`src/hw/rtl/cspg_pkg.sv`:
```
// Shared types and constants for the cascade sample point generator.
package cspg_pkg;

   localparam int CHUNK_BITS = 4;
   localparam int CHUNK      = 1 << CHUNK_BITS;
   localparam int COORD_W    = 24;
   localparam int LEVEL_W    = 4;
   localparam int SHIFT_W    = 4;
   localparam int STEP_W     = 12;
   localparam int CNT_W      = 3;
   localparam int IDX_W      = 2;
   localparam int CELL_W     = 3 * CHUNK_BITS;

   typedef struct packed {
      logic [CHUNK_BITS-1:0] off;
      logic [CHUNK_BITS-1:0] stp;
      logic [CNT_W-1:0]      cnt;
      logic [CHUNK_BITS-1:0] cidx;
   } axis_type;

   typedef struct packed {
      axis_type z;
      axis_type y;
      axis_type x;
   } desc_type;

endpackage

```
`src/hw/rtl/cascade_sample_point_generator_core.sv`:
```
// Top level of the cascade sample point generator.
// A request is written into the queue, and its first sample point then into the output register.
// Throughput: one sample point per cycle from the back-end point counter while rsp_pop takes
//   each point; a request yields nx*ny*nz points (1 to 64); empty requests are never queued.
// A 2-entry queue decouples the front end, so requests are taken while points stream.
// Reset clears the queue, the point counters and the output valid flag.
module cascade_sample_point_generator_core #(
   parameter int SHIFT_BASE = 1,
   parameter int LEVELS     = 3
) (
   input  logic                                clock,
   input  logic                                reset,
   input  logic                                req_push,
   output logic                                req_full,
   input  logic signed [cspg_pkg::COORD_W-1:0] req_chunk_x,
   input  logic signed [cspg_pkg::COORD_W-1:0] req_chunk_y,
   input  logic signed [cspg_pkg::COORD_W-1:0] req_chunk_z,
   input  logic        [cspg_pkg::LEVEL_W-1:0] req_level,
   input  logic                                rsp_pop,
   output logic                                rsp_empty,
   output logic [cspg_pkg::CHUNK_BITS-1:0]     rsp_offset_x,
   output logic [cspg_pkg::CHUNK_BITS-1:0]     rsp_offset_y,
   output logic [cspg_pkg::CHUNK_BITS-1:0]     rsp_offset_z,
   output logic [cspg_pkg::CELL_W-1:0]         rsp_cell_index,
   output logic                                rsp_last
);
   import cspg_pkg::*;

   localparam int QDEPTH = 2;

   desc_type front_desc, head_desc;
   logic     keep, q_push, q_pop, q_empty;

   cspg_front #(
      .SHIFT_BASE(SHIFT_BASE),
      .LEVELS    (LEVELS)
   ) u_front (
      .chunk_x(req_chunk_x),
      .chunk_y(req_chunk_y),
      .chunk_z(req_chunk_z),
      .level  (req_level),
      .keep   (keep),
      .desc   (front_desc)
   );

   assign q_push = req_push && !req_full && keep;

   cspg_fifo #(
      .WIDTH($bits(desc_type)),
      .DEPTH(QDEPTH)
   ) u_fifo (
      .clock(clock),
      .reset(reset),
      .push (q_push),
      .wdata(front_desc),
      .pop  (q_pop),
      .rdata(head_desc),
      .full (req_full),
      .empty(q_empty)
   );

   cspg_back u_back (
      .clock         (clock),
      .reset         (reset),
      .head          (head_desc),
      .head_valid    (!q_empty),
      .head_pop      (q_pop),
      .rsp_pop       (rsp_pop),
      .rsp_empty     (rsp_empty),
      .rsp_offset_x  (rsp_offset_x),
      .rsp_offset_y  (rsp_offset_y),
      .rsp_offset_z  (rsp_offset_z),
      .rsp_cell_index(rsp_cell_index),
      .rsp_last      (rsp_last)
   );

   a_bad_level_dropped: assert property (@(posedge clock) disable iff (reset)
      (req_push && !req_full && ((req_level == '0) ||
         ({1'b0, req_level} > (LEVEL_W+1)'(LEVELS)))) |-> !q_push)
      else $error("out-of-range level queued");

   a_pop_shows_last: assert property (@(posedge clock) disable iff (reset)
      q_pop |=> (!rsp_empty && rsp_last))
      else $error("queue entry retired without a last point");

   a_points_continue: assert property (@(posedge clock) disable iff (reset)
      (!rsp_empty && !rsp_last) |=> !rsp_empty)
      else $error("point stream broke before last");

endmodule

```
`src/hw/rtl/cspg_front.sv`:
```
// Front end: level check and per-axis first center, count and cell.
module cspg_front #(
   parameter int SHIFT_BASE = 1,
   parameter int LEVELS     = 3
) (
   input  logic signed [cspg_pkg::COORD_W-1:0] chunk_x,
   input  logic signed [cspg_pkg::COORD_W-1:0] chunk_y,
   input  logic signed [cspg_pkg::COORD_W-1:0] chunk_z,
   input  logic        [cspg_pkg::LEVEL_W-1:0] level,
   output logic                                keep,
   output cspg_pkg::desc_type                  desc
);
   import cspg_pkg::*;

   function automatic axis_type axis_calc(input logic [COORD_W-1:0] chunk,
                                          input logic [SHIFT_W-1:0] s);
      logic [15:0]       base;
      logic [STEP_W-1:0] half;
      logic [STEP_W-1:0] mask;
      logic [STEP_W-1:0] off;
      logic [15:0]       first;
      axis_type          r;
      base  = {chunk[15-CHUNK_BITS:0], {CHUNK_BITS{1'b0}}};
      half  = STEP_W'(1) << (s - SHIFT_W'(1));
      mask  = (STEP_W'(1) << s) - STEP_W'(1);
      off   = (half - base[STEP_W-1:0]) & mask;
      first = base + {{(16-STEP_W){1'b0}}, off};
      r.cidx = CHUNK_BITS'(first >> s);
      r.off  = off[CHUNK_BITS-1:0];
      r.stp  = mask[CHUNK_BITS-1:0] + CHUNK_BITS'(1);
      if (off >= STEP_W'(CHUNK)) begin
         r.cnt = '0;
      end else if (s <= SHIFT_W'(CHUNK_BITS)) begin
         r.cnt = CNT_W'(CHUNK >> s);
      end else begin
         r.cnt = CNT_W'(1);
      end
      return r;
   endfunction

   logic [LEVEL_W:0]   shift_sum;
   logic [SHIFT_W-1:0] shift;
   logic               level_ok;

   assign shift_sum = {1'b0, level} + (LEVEL_W+1)'(SHIFT_BASE);
   assign shift     = shift_sum[SHIFT_W-1:0];
   assign level_ok  = (level != '0) && ({1'b0, level} <= (LEVEL_W+1)'(LEVELS));

   always_comb begin
      desc.x = axis_calc(chunk_x, shift);
      desc.y = axis_calc(chunk_y, shift);
      desc.z = axis_calc(chunk_z, shift);
      keep   = level_ok && (desc.x.cnt != '0) && (desc.y.cnt != '0) && (desc.z.cnt != '0);
   end

endmodule

```
`src/hw/rtl/cspg_fifo.sv`:
```
// Small register queue between the front end and the point sequencer.
module cspg_fifo #(
   parameter int WIDTH = 8,
   parameter int DEPTH = 2
) (
   input  logic             clock,
   input  logic             reset,
   input  logic             push,
   input  logic [WIDTH-1:0] wdata,
   input  logic             pop,
   output logic [WIDTH-1:0] rdata,
   output logic             full,
   output logic             empty
);
   localparam int AW = (DEPTH > 1) ? $clog2(DEPTH) : 1;
   localparam int CW = $clog2(DEPTH + 1);

   logic [WIDTH-1:0] mem_ff [DEPTH];
   logic [AW-1:0]    wptr_ff, wptr_in, rptr_ff, rptr_in;
   logic [CW-1:0]    count_ff, count_in;
   logic             do_push, do_pop;

   assign full    = (count_ff == CW'(DEPTH));
   assign empty   = (count_ff == '0);
   assign do_push = push && !full;
   assign do_pop  = pop && !empty;
   assign rdata   = mem_ff[rptr_ff];

   always_comb begin
      wptr_in  = wptr_ff;
      rptr_in  = rptr_ff;
      count_in = count_ff;
      if (do_push) begin
         wptr_in = (wptr_ff == AW'(DEPTH - 1)) ? '0 : wptr_ff + AW'(1);
      end
      if (do_pop) begin
         rptr_in = (rptr_ff == AW'(DEPTH - 1)) ? '0 : rptr_ff + AW'(1);
      end
      if (do_push && !do_pop) begin
         count_in = count_ff + CW'(1);
      end else if (do_pop && !do_push) begin
         count_in = count_ff - CW'(1);
      end
   end

   always_ff @(posedge clock) begin
      if (reset) begin
         wptr_ff  <= '0;
         rptr_ff  <= '0;
         count_ff <= '0;
      end else begin
         wptr_ff  <= wptr_in;
         rptr_ff  <= rptr_in;
         count_ff <= count_in;
      end
   end

   always_ff @(posedge clock) begin
      if (do_push) begin
         mem_ff[wptr_ff] <= wdata;
      end
   end

endmodule

```
`src/hw/rtl/cspg_back.sv`:
```
// Back end: nested z, y, x point counter feeding the output register.
module cspg_back (
   input  logic                               clock,
   input  logic                               reset,
   input  cspg_pkg::desc_type                 head,
   input  logic                               head_valid,
   output logic                               head_pop,
   input  logic                               rsp_pop,
   output logic                               rsp_empty,
   output logic [cspg_pkg::CHUNK_BITS-1:0]    rsp_offset_x,
   output logic [cspg_pkg::CHUNK_BITS-1:0]    rsp_offset_y,
   output logic [cspg_pkg::CHUNK_BITS-1:0]    rsp_offset_z,
   output logic [cspg_pkg::CELL_W-1:0]        rsp_cell_index,
   output logic                               rsp_last
);
   import cspg_pkg::*;

   logic                  valid_ff, valid_in;
   logic [IDX_W-1:0]      ix_ff, ix_in, iy_ff, iy_in, iz_ff, iz_in;
   logic [CHUNK_BITS-1:0] offx_ff, offx_in, offy_ff, offy_in, offz_ff, offz_in;
   logic [CELL_W-1:0]     cell_ff, cell_in;
   logic                  last_ff, last_in;
   logic                  load, lx, ly, lz;
   logic [CHUNK_BITS-1:0] cx, cy, cz;

   assign load = head_valid && (!valid_ff || rsp_pop);
   assign lx   = (CNT_W'(ix_ff) + CNT_W'(1)) == head.x.cnt;
   assign ly   = (CNT_W'(iy_ff) + CNT_W'(1)) == head.y.cnt;
   assign lz   = (CNT_W'(iz_ff) + CNT_W'(1)) == head.z.cnt;
   assign cx   = head.x.cidx + CHUNK_BITS'(ix_ff);
   assign cy   = head.y.cidx + CHUNK_BITS'(iy_ff);
   assign cz   = head.z.cidx + CHUNK_BITS'(iz_ff);

   always_comb begin
      valid_in = valid_ff;
      ix_in    = ix_ff;
      iy_in    = iy_ff;
      iz_in    = iz_ff;
      offx_in  = offx_ff;
      offy_in  = offy_ff;
      offz_in  = offz_ff;
      cell_in  = cell_ff;
      last_in  = last_ff;
      head_pop = 1'b0;
      if (rsp_pop && valid_ff) begin
         valid_in = 1'b0;
      end
      if (load) begin
         valid_in = 1'b1;
         offx_in  = head.x.off + (CHUNK_BITS'(ix_ff) * head.x.stp);
         offy_in  = head.y.off + (CHUNK_BITS'(iy_ff) * head.y.stp);
         offz_in  = head.z.off + (CHUNK_BITS'(iz_ff) * head.z.stp);
         cell_in  = {cz, cy, cx};
         last_in  = lx && ly && lz;
         head_pop = lx && ly && lz;
         if (lx) begin
            ix_in = '0;
            if (ly) begin
               iy_in = '0;
               iz_in = lz ? '0 : iz_ff + IDX_W'(1);
            end else begin
               iy_in = iy_ff + IDX_W'(1);
            end
         end else begin
            ix_in = ix_ff + IDX_W'(1);
         end
      end
   end

   always_ff @(posedge clock) begin
      if (reset) begin
         valid_ff <= 1'b0;
         ix_ff    <= '0;
         iy_ff    <= '0;
         iz_ff    <= '0;
      end else begin
         valid_ff <= valid_in;
         ix_ff    <= ix_in;
         iy_ff    <= iy_in;
         iz_ff    <= iz_in;
      end
   end

   always_ff @(posedge clock) begin
      offx_ff <= offx_in;
      offy_ff <= offy_in;
      offz_ff <= offz_in;
      cell_ff <= cell_in;
      last_ff <= last_in;
   end

   assign rsp_empty      = !valid_ff;
   assign rsp_offset_x   = offx_ff;
   assign rsp_offset_y   = offy_ff;
   assign rsp_offset_z   = offz_ff;
   assign rsp_cell_index = cell_ff;
   assign rsp_last       = last_ff;

endmodule

```
`config.mk`:
```
export PLATFORM = sky130hd
export DESIGN_NAME = cascade_sample_point_generator_core
export DESIGN_NICKNAME = d
export VERILOG_FILES = /design/src/hw/rtl/cspg_pkg.sv /design/src/hw/rtl/cascade_sample_point_generator_core.sv /design/src/hw/rtl/cspg_front.sv /design/src/hw/rtl/cspg_fifo.sv /design/src/hw/rtl/cspg_back.sv
export SDC_FILE = /design/constraint.sdc
export NUM_CORES = 1
export LEC_CHECK = 0
export ABC_AREA = 1
export BUFFER_PORTS_ARGS = -buffer_cell sky130_fd_sc_hd__buf_2
export CAP_MARGIN = 20
export CORE_MARGIN = 5
export CORE_UTILIZATION = 54
export DETAILED_ROUTE_END_ITERATION = 10
export PLACE_DENSITY_LB_ADDON = 0.2
export SLEW_MARGIN = 20
export SYNTH_ARGS = -nofsm -noshare
export SYNTH_HDL_FRONTEND = slang
export SYNTH_SLANG_ARGS = --single-unit
```
`constraint.sdc`:
```
create_clock -name clock -period 4.5 [get_ports clock]
set_input_delay 0.225 -clock clock [delete_from_list [all_inputs] [get_ports clock]]
set_output_delay 0.225 -clock clock [all_outputs]
set_load 0.05 [all_outputs]
```
**Yosys cells after proc, flatten, opt, wreduce, memory -nomap -nowiden**

Memories as Yosys holds them, arrays and structs flattened. A register that Yosys moved wholly into a read port is not among the register bits.
Cells that the tools add are included.
Widths: inputs -> output; s select.

- Logic and storage cells: 107
- Register bits after elaboration: 36
- Input port bits: 80
- Memory bits (writable): 90
- Output and inout port bits: 27
- Memories kept: 1

- Mux-type cells: 18
- Add/sub/neg operators: 26
- Eq/ne operators: 4
- Shift operators: 6
- Bitwise logic cells: 3
- Reductions and logical operators: 29
- $lt $le $gt $ge: 5
- Multiply operators: 3

Memory list:

| name | words | width | read ports | clocked after memory_dff | write ports | line | text |
|---|---|---|---|---|---|---|---|
| u_fifo.mem_ff | 2 | 45 | 1 | 1 | 1 | cspg_fifo.sv:18 | `logic [WIDTH-1:0] mem_ff [DEPTH];` |

Operators with widths:

| cell | count |
|---|---|
| $add 16x12->16 | 3 |
| $shr 16x4->4 | 3 |
| $and 12x12->12 | 3 |
| $ge 12x5->1 const B | 3 |
| $sub 12x12->12 | 3 |
| $shl 1x4->12 const A | 2 |
| $logic_and 1x1->1 | 14 |
| $add 4x2->4 | 3 |
| $add 4x4->4 | 3 |
| $mul 2x4->4 | 3 |
| $mux 3 | 4 |
| $sub 12x2->12 const B | 1 |
| $mux 2 | 5 |
| $add 2x1->3 const B | 3 |
| $eq 3x3->1 | 3 |
| $mux 1 | 9 |
| $reduce_bool 3->1 | 3 |
| $add 2x1->2 const B | 4 |
| $add 4x1->4 const B | 2 |
| $logic_not 1->1 | 5 |
| $shr 5x4->3 const A | 1 |
| $le 4x2->1 const B | 1 |
| $le 4x3->1 const B | 1 |
| $reduce_bool 2->1 | 2 |
| 9 further kinds | 10 |

**Logic depth before layout (Yosys ltp)**

Gate-level depths: netlist of run 1.

- Depth in word-level cells: 17
- Mapped depth: 39
- Mapped depth without buffers: 37

**By module**

A second synthesis of run 1 with hierarchy kept.

- Cell total of the unflattened synthesis: 1263
- Area total of the unflattened synthesis: 10476.3 um2

Modules (own cells, without submodules):

| module | cells an instance | sequential area each (um2) | area each (um2) | instances |
|---|---|---|---|---|
| cspg_front | 886 | 0.0 | 4723.3 | 1 |
| cspg_fifo | 177 | 2802.7 | 3701.0 | 1 |
| cspg_back | 197 | 890.9 | 2038.2 | 1 |
| cascade_sample_point_generator_core | 3 | 0.0 | 13.8 | 1 |

**Worst setup path after synthesis of run 1**

OpenSTA, ideal clock, no wires.

- Kind: in2reg
- Start point: in req_level[0] (netlist bit)
- End point: mem u_fifo.mem_ff[0][0] (netlist bit), enable pin
- Data required time: 4.085 ns
- Path buffers: 2
- Stages on the path: 25
- Data arrival time: 4.462 ns
- Library setup time: 0.415 ns
- Path slack: -0.377 ns
- Cell sequence: inv_2 clkbuf_1 buf_2 ha_1 nor2_2 inv_2 nor2_2 nand2_1 nand2_2 nor2_1 nand2_1 ha_1 inv_1 ha_1 or2_1 a21oi_1 and2_1 nor3_1 nor2_1 nand3_1 nor2_2 nand2_1 nand2_1 nand3_1 nor2_1

- Cells in the longest elaborated chain, start to end: 15
- Elaborated cells between the ends (all ways): 33
- Those cells by class: add/sub (6); order compare (5); shift (3); mux (6); bitwise (3); reduce/logical (10)

RTL lines:

| item | line | text |
|---|---|---|
| start, declared | cascade_sample_point_generator_core.sv:18 | `input logic [cspg_pkg::LEVEL_W-1:0] req_level,` |
| $add 4x1->4 | cspg_front.sv:45 | `assign shift_sum = {1'b0, level} + (LEVEL_W+1)'(SHIFT_BASE);` |
| $sub 4x1->4 | cspg_front.sv:24 | `half = STEP_W'(1) << (s - SHIFT_W'(1));` |
| $shl 1x4->12 | cspg_front.sv:24 |  |
| $sub 12x12->12 | cspg_front.sv:26 | `off = (half - base[STEP_W-1:0]) & mask;` |
| $and 12x12->12 | cspg_front.sv:26 |  |
| $ge 12x5->1 | cspg_front.sv:31 | `if (off >= STEP_W'(CHUNK)) begin` |
| $mux 3 | cspg_front.sv:31 |  |
| $reduce_bool 3->1 | cspg_front.sv:53 | `keep = level_ok && (desc.x.cnt != '0) && (desc.y.cnt != '0) && (desc.z.cnt != '0);` |
| $logic_and 1x1->1 (2 in a row) | cspg_front.sv:53 |  |
| $logic_and 1x1->1 * | cspg_front.sv:53 |  |
| $logic_and 1x1->1 * | cascade_sample_point_generator_core.sv:46 | `assign q_push = req_push && !req_full && keep;` |
| $logic_and 1x1->1 * | cspg_fifo.sv:25 | `assign do_push = push && !full;` |
| $mux 1 * | cspg_fifo.sv:59 | `if (do_push) begin` |
| $mux 1 (not written as such) * | cspg_fifo.sv:60 | `mem_ff[wptr_ff] <= wdata;` |
| end, declared | cspg_fifo.sv:18 |  |

Every way passes the cells marked *; elsewhere a longest branch is shown, timed or not.

==> results of run 1 <==
worst max path at each step:
stage / depth (start not counted) / to / startpoint / slack, ns
CTS: 29 / u_fifo.mem_ff[0][33] / req_level[0] / 0.30
global route: 32 / u_fifo.mem_ff[0][33] / req_level[0] / 0.0008
global placement: 29 / u_fifo.mem_ff[1][33] / req_level[0] / 0.04
floorplan: 33 / u_fifo.mem_ff[0][30] / req_level[0] / 0.005
finish: 32 / u_fifo.mem_ff[0][33] / req_level[0] / 0.36
detailed placement: 29 / u_fifo.mem_ff[0][33] / req_level[0] / -0.06
synthesized netlist by cell type (15+ instances only):
cell type / n
nand3_1: 125
edfxtp_1: 83
nand4_1: 18
xnor2_1: 21
xor2_1: 41
ha_1: 52
nand2_1: 302
clkbuf_1: 17
nor2_1: 92
a21oi_1: 31
o21ai_0: 55
fa_1: 15
inv_1: 175
mux2i_1: 15
power by group:
part / switching [uW] / leakage [uW] / internal (uW)
logic: 610 / 0.00393 / 374
clock network: 309 / 0.000135 / 375
registers: 0.00682 / 0.000812 / 965
total: 919 / 0.00487 / 1710
cell type report:
class / instances / area share
multi-input combinational: 887 / 0.519
sequential: 95 / 0.270
timing repair buffer: 140 / 0.0889
inverter: 185 / 0.0688
tap: 216 / 0.0267
clock buffer: 9 / 0.0222
clock inverter: 6 / 0.00457
through the flow:
stage	area, um2	utilization	setup TNS (ns)	hold slack (ns)	power [uW]
final	10100	0.636	0	0.144	2630
after global routing	10100	0.636	0	0.158	2810
after CTS	10100	0.633	0	0.136	2630
after detailed placement	9820	0.616	-0.190	0.490	1950
after global placement	9820	0.616	0	0.488	1940
after floorplan	8780	-	0	0.294	1640
layer usage:
| layer | wire (um) | up-vias | track usage |
|---|---|---|---|
| met3 | 1110 | 48 | 0.0289 |
| met2 | 10900 | 226 | 0.431 |
| met4 | 646 | 0 | 0.0881 |
| met5 | 0 | - | 0 |
| met1 | 9440 | 3640 | 0.301 |
| li1 | - | 4173 | - |
placed cells by master, fill, tap and decap left out, drive strengths merged, types with 5 or more instances in the layout:
cell type	netlist	final
mux2i	15	15
a31oi	5	5
fa	15	15
nand3b	8	8
nor2	100	100
dfxtp	12	12
mux2	8	8
nand3	128	128
xnor2	21	21
o21bai	5	5
o211ai	5	5
a211oi	5	5
buf	11	140
clkinv	2	6
xor2	43	43
ha	52	52
inv	183	185
edfxtp	83	83
clkbuf	17	9
nor3	17	17
nand2	317	317
or2	7	7
o21ai	62	62
a21oi	31	31
nand4	19	19
state kept, by name, indices dropped and copies added, names as in the netlist, named ones only:
name                   count
u_back.ix_ff               2
u_back.iy_ff               2
u_back.iz_ff               2
u_back.rsp_cell_index     12
u_back.rsp_last            1
u_back.rsp_offset_x        4
u_back.rsp_offset_y        4
u_back.rsp_offset_z        4
u_back.valid_ff            1
u_fifo.count_ff            2
u_fifo.mem_ff             58
u_fifo.rptr_ff             1
u_fifo.wptr_ff             1
cell families (layout without fill, tap and decap cells):
family | Yosys count | after routing | share of synthesized area
AO/OA/AOI/OAI | 130 | 130 | 0.0881
XOR/XNOR | 64 | 64 | 0.0656
adder cells (fa/ha/maj) | 67 | 67 | 0.108
buffers and inverters | 213 | 340 | 0.0942
flip-flops | 95 | 95 | 0.311
multiplexers | 23 | 23 | 0.0274
AND/OR/NAND/NOR | 603 | 603 | 0.305
what timing repair did:
action,CTS,global route
gates resized for setup,0,9
endpoints found under the hold margin,0,0
endpoints found under the setup margin,0,18
==> impl_metrics.env, run 1 <==
export IMPL_status="completed"
export IMPL_grt_pass1_wl_mm=36.0
export IMPL_cts_made_buffers=9
export IMPL_synthesis_nets=1342
export IMPL_grt_overflow=0
export IMPL_setup_viol=0
export IMPL_worst_setup_path_type="in2reg"
export IMPL_r2r_cells=13
export IMPL_via_per_inst=5.26
export IMPL_portBuffers=70
export IMPL_setup_slack_ns=0.356
export IMPL_ioPinCount=107
export IMPL_cts_clk_slew_worst_paths_ns=0.06
export IMPL_placeableCoreArea_um2=15900
export IMPL_maxCapViolations=0
export IMPL_skew_ns=0.00850
export IMPL_clock_latency_ns=0.34
export IMPL_drive_gt1_frac=0.166
export IMPL_cp_start_kind="primary input"
export IMPL_grt_pass1_vias=7575
export IMPL_cts_sinks=95
export IMPL_syn_cell_area_um2=8780
export IMPL_drc=0
export IMPL_hold_buffers=0
export IMPL_crit_slowest_cell="ha_1"
export IMPL_seqCellArea_um2=2730
export IMPL_dieHeight_um=137
export IMPL_rsz0062_at_grt="no"
export IMPL_power_leakage_uw=0.00487
export IMPL_initial_core_util=0.550
export IMPL_crit_family="simple AND/OR/NAND/NOR gates"
export IMPL_cts_root_buf="clkbuf_16"
export IMPL_min_to="u_back.ix_ff[1]"
export IMPL_holdPathStages=2
export IMPL_cp_max_fo=3
export IMPL_cp_num_buf_inv=6
export IMPL_min_period_over_period=0.921
export IMPL_htreeDepth=3
export IMPL_diodes=0
export IMPL_drt_wl_total_mm=22.1
export IMPL_synth_edf_count=83
export IMPL_fillers=1464
export IMPL_syn_area_per_cell_um2=7.34
export IMPL_final_hold_viol_count=0
export IMPL_die_w_um=137
export IMPL_reg2reg_slack_ns=1.12
export IMPL_fin_cells=1538
export IMPL_yosysWarnings=0
export IMPL_hold_path_startpoint="reset"
export IMPL_ys_flop_type="edfxtp_1"
export IMPL_ys_async_sr_fraction=0
export IMPL_hold_class="in2reg"
export IMPL_multiInputGateArea_um2=5260
export IMPL_synth_ff_latch_count=95
export IMPL_cp_required_ns=4.72
export IMPL_synth_top_cell_area_share=0.284
export IMPL_slew_viol_final=0
export IMPL_synth_cells=1195
export IMPL_area_growth_pct=15.5
export IMPL_ys_types=57
export IMPL_fp_row_count=46
export IMPL_num_vias=8087
export IMPL_post_place_ws_ns=-0.0596
export IMPL_ys_seq_area_frac=0.311
export IMPL_cts_setup_buffers=0
export IMPL_final_nets=1465
export IMPL_antenna_found_initial=0
export IMPL_grt_usage=0.242
export IMPL_r2r_end="u_back.rsp_offset_y[3]"
export IMPL_cp_common_cell="nand2_1"
export IMPL_grt_max_degree=48
export IMPL_synth_area_leaders="edfxtp_1 28%, nand2_1 13%, inv_1 7.5%"
export IMPL_vdd_ir_drop_max_uv=237
export IMPL_die_area_um2=18900
export IMPL_place_hpwl_mm=18.0
export IMPL_drt_iter0_drc=506
export IMPL_wl_per_cell_um=14.4
export IMPL_drt_pass1_iterations=5
export IMPL_synth_top_area_cell="edfxtp_1"
export IMPL_max_freq_ghz=0.241
export IMPL_relSlewSlack=0.430
export IMPL_crit_arrival_ns=4.36
export IMPL_min_period_ns=4.14
export IMPL_cp_end_kind="flip-flop"
export IMPL_power_density_nw_per_um2=260
export IMPL_detail_route_antenna_nets=0
export IMPL_dpl_cell_count=1523
export IMPL_max_stage_delay_ns=0.31
export IMPL_cts_path_max_buffers=2
export IMPL_place_congestion=0.969
export IMPL_cts_tree="yes"
export IMPL_tightest_slew_ns=0.848
Power figures use the tool's default switching activity.
==> run 2: changes to the inputs <==
==> constraint.sdc (replaced) <==
create_clock -name clock -period 3.6 [get_ports clock]
set_input_delay 0.18 -clock clock [delete_from_list [all_inputs] [get_ports clock]]
set_output_delay 0.18 -clock clock [all_outputs]
set_load 0.05 [all_outputs]
==> run 2 against run 1 <==
  * The flow now finishes with violations (negative setup slack)
  * Worst setup slack lost 0.59 ns
  * First-iteration DRC count shrank 1.2%
  * Core utilization grew 12 points
  * Clock-buffer cell count is the same
  * Register-to-register slack lost 0.69 ns
  * Clock power grew 38%
  * Sequential share of layout area shrank 4.3 points
  * Worst hold slack lost 0.038 ns
  * Critical path type unchanged
==> impl_metrics.env, run 2 (synthesized netlist as in run 1, its figures left out) <==
export IMPL_status="complete, but fails checks"
export IMPL_violations="negative setup slack"
export IMPL_worst_setup_path_type="in2reg"
export IMPL_use_met1=0.329
export IMPL_cts_tree="yes"
export IMPL_skew_ns=0.00599
export IMPL_dieHeight_um=137
export IMPL_whs_ns=0.106
export IMPL_num_vias=9128
export IMPL_cp_max_fo=4
export IMPL_hold_buffers=0
export IMPL_via_per_inst=5.41
export IMPL_ioPinCount=107
export IMPL_max_freq_ghz=0.261
export IMPL_fin_util=0.755
export IMPL_placeableCoreArea_um2=15900
export IMPL_hold_path_startpoint="reset"
export IMPL_relSlewSlack=0.594
export IMPL_slew_viol_final=0
export IMPL_grt_pass1_vias=8659
export IMPL_drive_gt1_frac=0.339
export IMPL_drt_iter0_drc=500
export IMPL_largest_reg_flops=58
export IMPL_hold_class="in2reg"
export IMPL_cts_path_max_buffers=2
export IMPL_grt_max_degree=48
export IMPL_drt_pass1_iterations=5
export IMPL_cp_start_kind="primary input"
export IMPL_fin_cells=1686
export IMPL_place_congestion=0.978
export IMPL_grt_pass1_wl_mm=40.5
export IMPL_die_w_um=137
export IMPL_dpl_cell_count=1647
export IMPL_cts_sinks=95
export IMPL_power_leakage_uw=0.00570
export IMPL_detail_route_antenna_nets=0
export IMPL_top_register="u_fifo.mem_ff"
export IMPL_max_stage_delay_ns=0.26
export IMPL_cp_required_ns=3.70
export IMPL_initial_core_util=0.550
export IMPL_cp_end_kind="flip-flop"
export IMPL_maxCapViolations=0
export IMPL_htreeDepth=3
export IMPL_drt_wl_total_mm=25.9
export IMPL_finalPower_uw=3850
export IMPL_top_usage_layer="met2"
export IMPL_wl_per_cell_um=15.4
export IMPL_crit_slowest_cell="ha_4"
export IMPL_drc=0
export IMPL_mostFrequentLayoutCell="nand2_1"
export IMPL_setup_slack_ns=-0.236
export IMPL_use_met2=0.472
export IMPL_clock_latency_ns=0.34
export IMPL_tightest_slew_ns=0.592
export IMPL_crit_arrival_ns=3.94
export IMPL_final_hold_viol_count=0
export IMPL_grt_usage=0.269
export IMPL_layout_common_cells="272 x nand2_1, 207 x buf_4, 161 x inv_1, 107 x nand3_1, 83 x edfxtp_1"
export IMPL_use_met3=0.0314
export IMPL_antenna_found_initial=0
export IMPL_vdd_ir_drop_max_uv=290
export IMPL_grt_overflow=0
export IMPL_cts_made_buffers=9
export IMPL_min_period_over_period=1.07
export IMPL_power_density_nw_per_um2=319
export IMPL_die_area_um2=18900
export IMPL_cp_common_cell="nand2_1"
export IMPL_fp_row_count=46
export IMPL_final_nets=1612
export IMPL_cts_root_buf="clkbuf_16"
export IMPL_cts_clk_slew_worst_paths_ns=0.06
export IMPL_min_period_ns=3.84
export IMPL_fillers=1171
export IMPL_place_hpwl_mm=19.7
export IMPL_crit_start="req_level[0]"
export IMPL_area_growth_pct=37.2
export IMPL_setup_viol=24
export IMPL_diodes=0
export IMPL_rsz0062_at_grt="yes"
export IMPL_portBuffers=70
-- run 2: cell types whose count changed in the layout (fill, tap and decap cells not counted), sizes merged --
cell / previous run / this run
buf: 140 / 286
bufinv: 0 / 1
clkinvlp: 0 / 2
clkinv: 6 / 3
inv: 185 / 186
clkbuf: 9 / 10
-- run 2: power by group --
| part | switching [uW] | internal (uW) | total [uW] |
|---|---|---|---|
| Combinational | 945 | 749 | 1690 |
| Sequential | 0.00855 | 1210 | 1210 |
| Clock | 403 | 545 | 948 |
| Total | 1350 | 2500 | 3850 |
-- run 2: path summary, 6_finish.rpt --
path | endpoint | slack (ns) | cells after the start
max | u_fifo.mem_ff[0][30] | -0.24 | 33
max reg2reg | u_back.rsp_offset_x[3] | 0.43 | 13
min | u_back.valid_ff | 0.11 | 2
min reg2reg | flip-flop | 0.53 | 2
-- run 2: per-stage QoR --
step / TNS, ns / setup slack [ns] / cell area, um2
after floorplan: -9.25 / -0.545 / 8920
after global placement: -32.58 / -0.676 / 10900
after detailed placement: -39.31 / -0.753 / 10900
after CTS: -1.07 / -0.109 / 11600
after global routing: -16.73 / -0.459 / 12000
final: -2.53 / -0.236 / 12000
-- run 2: timing repair --
action / 4_1_cts / 5_1_grt
pin swaps: 51 / 38
gates resized for setup: 88 / 73
endpoints found under the setup margin: 79 / 84
endpoints found under the hold margin: 0 / 0
gates cloned: 0 / 2
buffers inserted: 12 / 9
-- run 2: cell type report --
| class | count | area (um2) | area share |
|---|---|---|---|
| timing repair buffer | 287 | 2080 | 0.172 |
| multi-input combinational | 887 | 5940 | 0.494 |
| clock inverter | 7 | 77.6 | 0.00644 |
| sequential | 95 | 2730 | 0.227 |
| tap | 216 | 270 | 0.0224 |
| clock buffer | 9 | 225 | 0.0187 |
| inverter | 185 | 718 | 0.0596 |
-- run 2: critical path: cells and delay by family --
kind | cells | cell delay, ns
simple gates | 15 | 1.52
buf+inv | 6 | 0.39
fa+ha+maj | 4 | 0.78
compound gates | 6 | 0.82
xor+xnor | 2 | 0.22
-- run 2: layer usage --
metal	vias to the layer above	share of wire
li1	4470	-
met1	4193	0.41
met2	349	0.48
met3	116	0.059
met4	0	0.053
met5	-	0
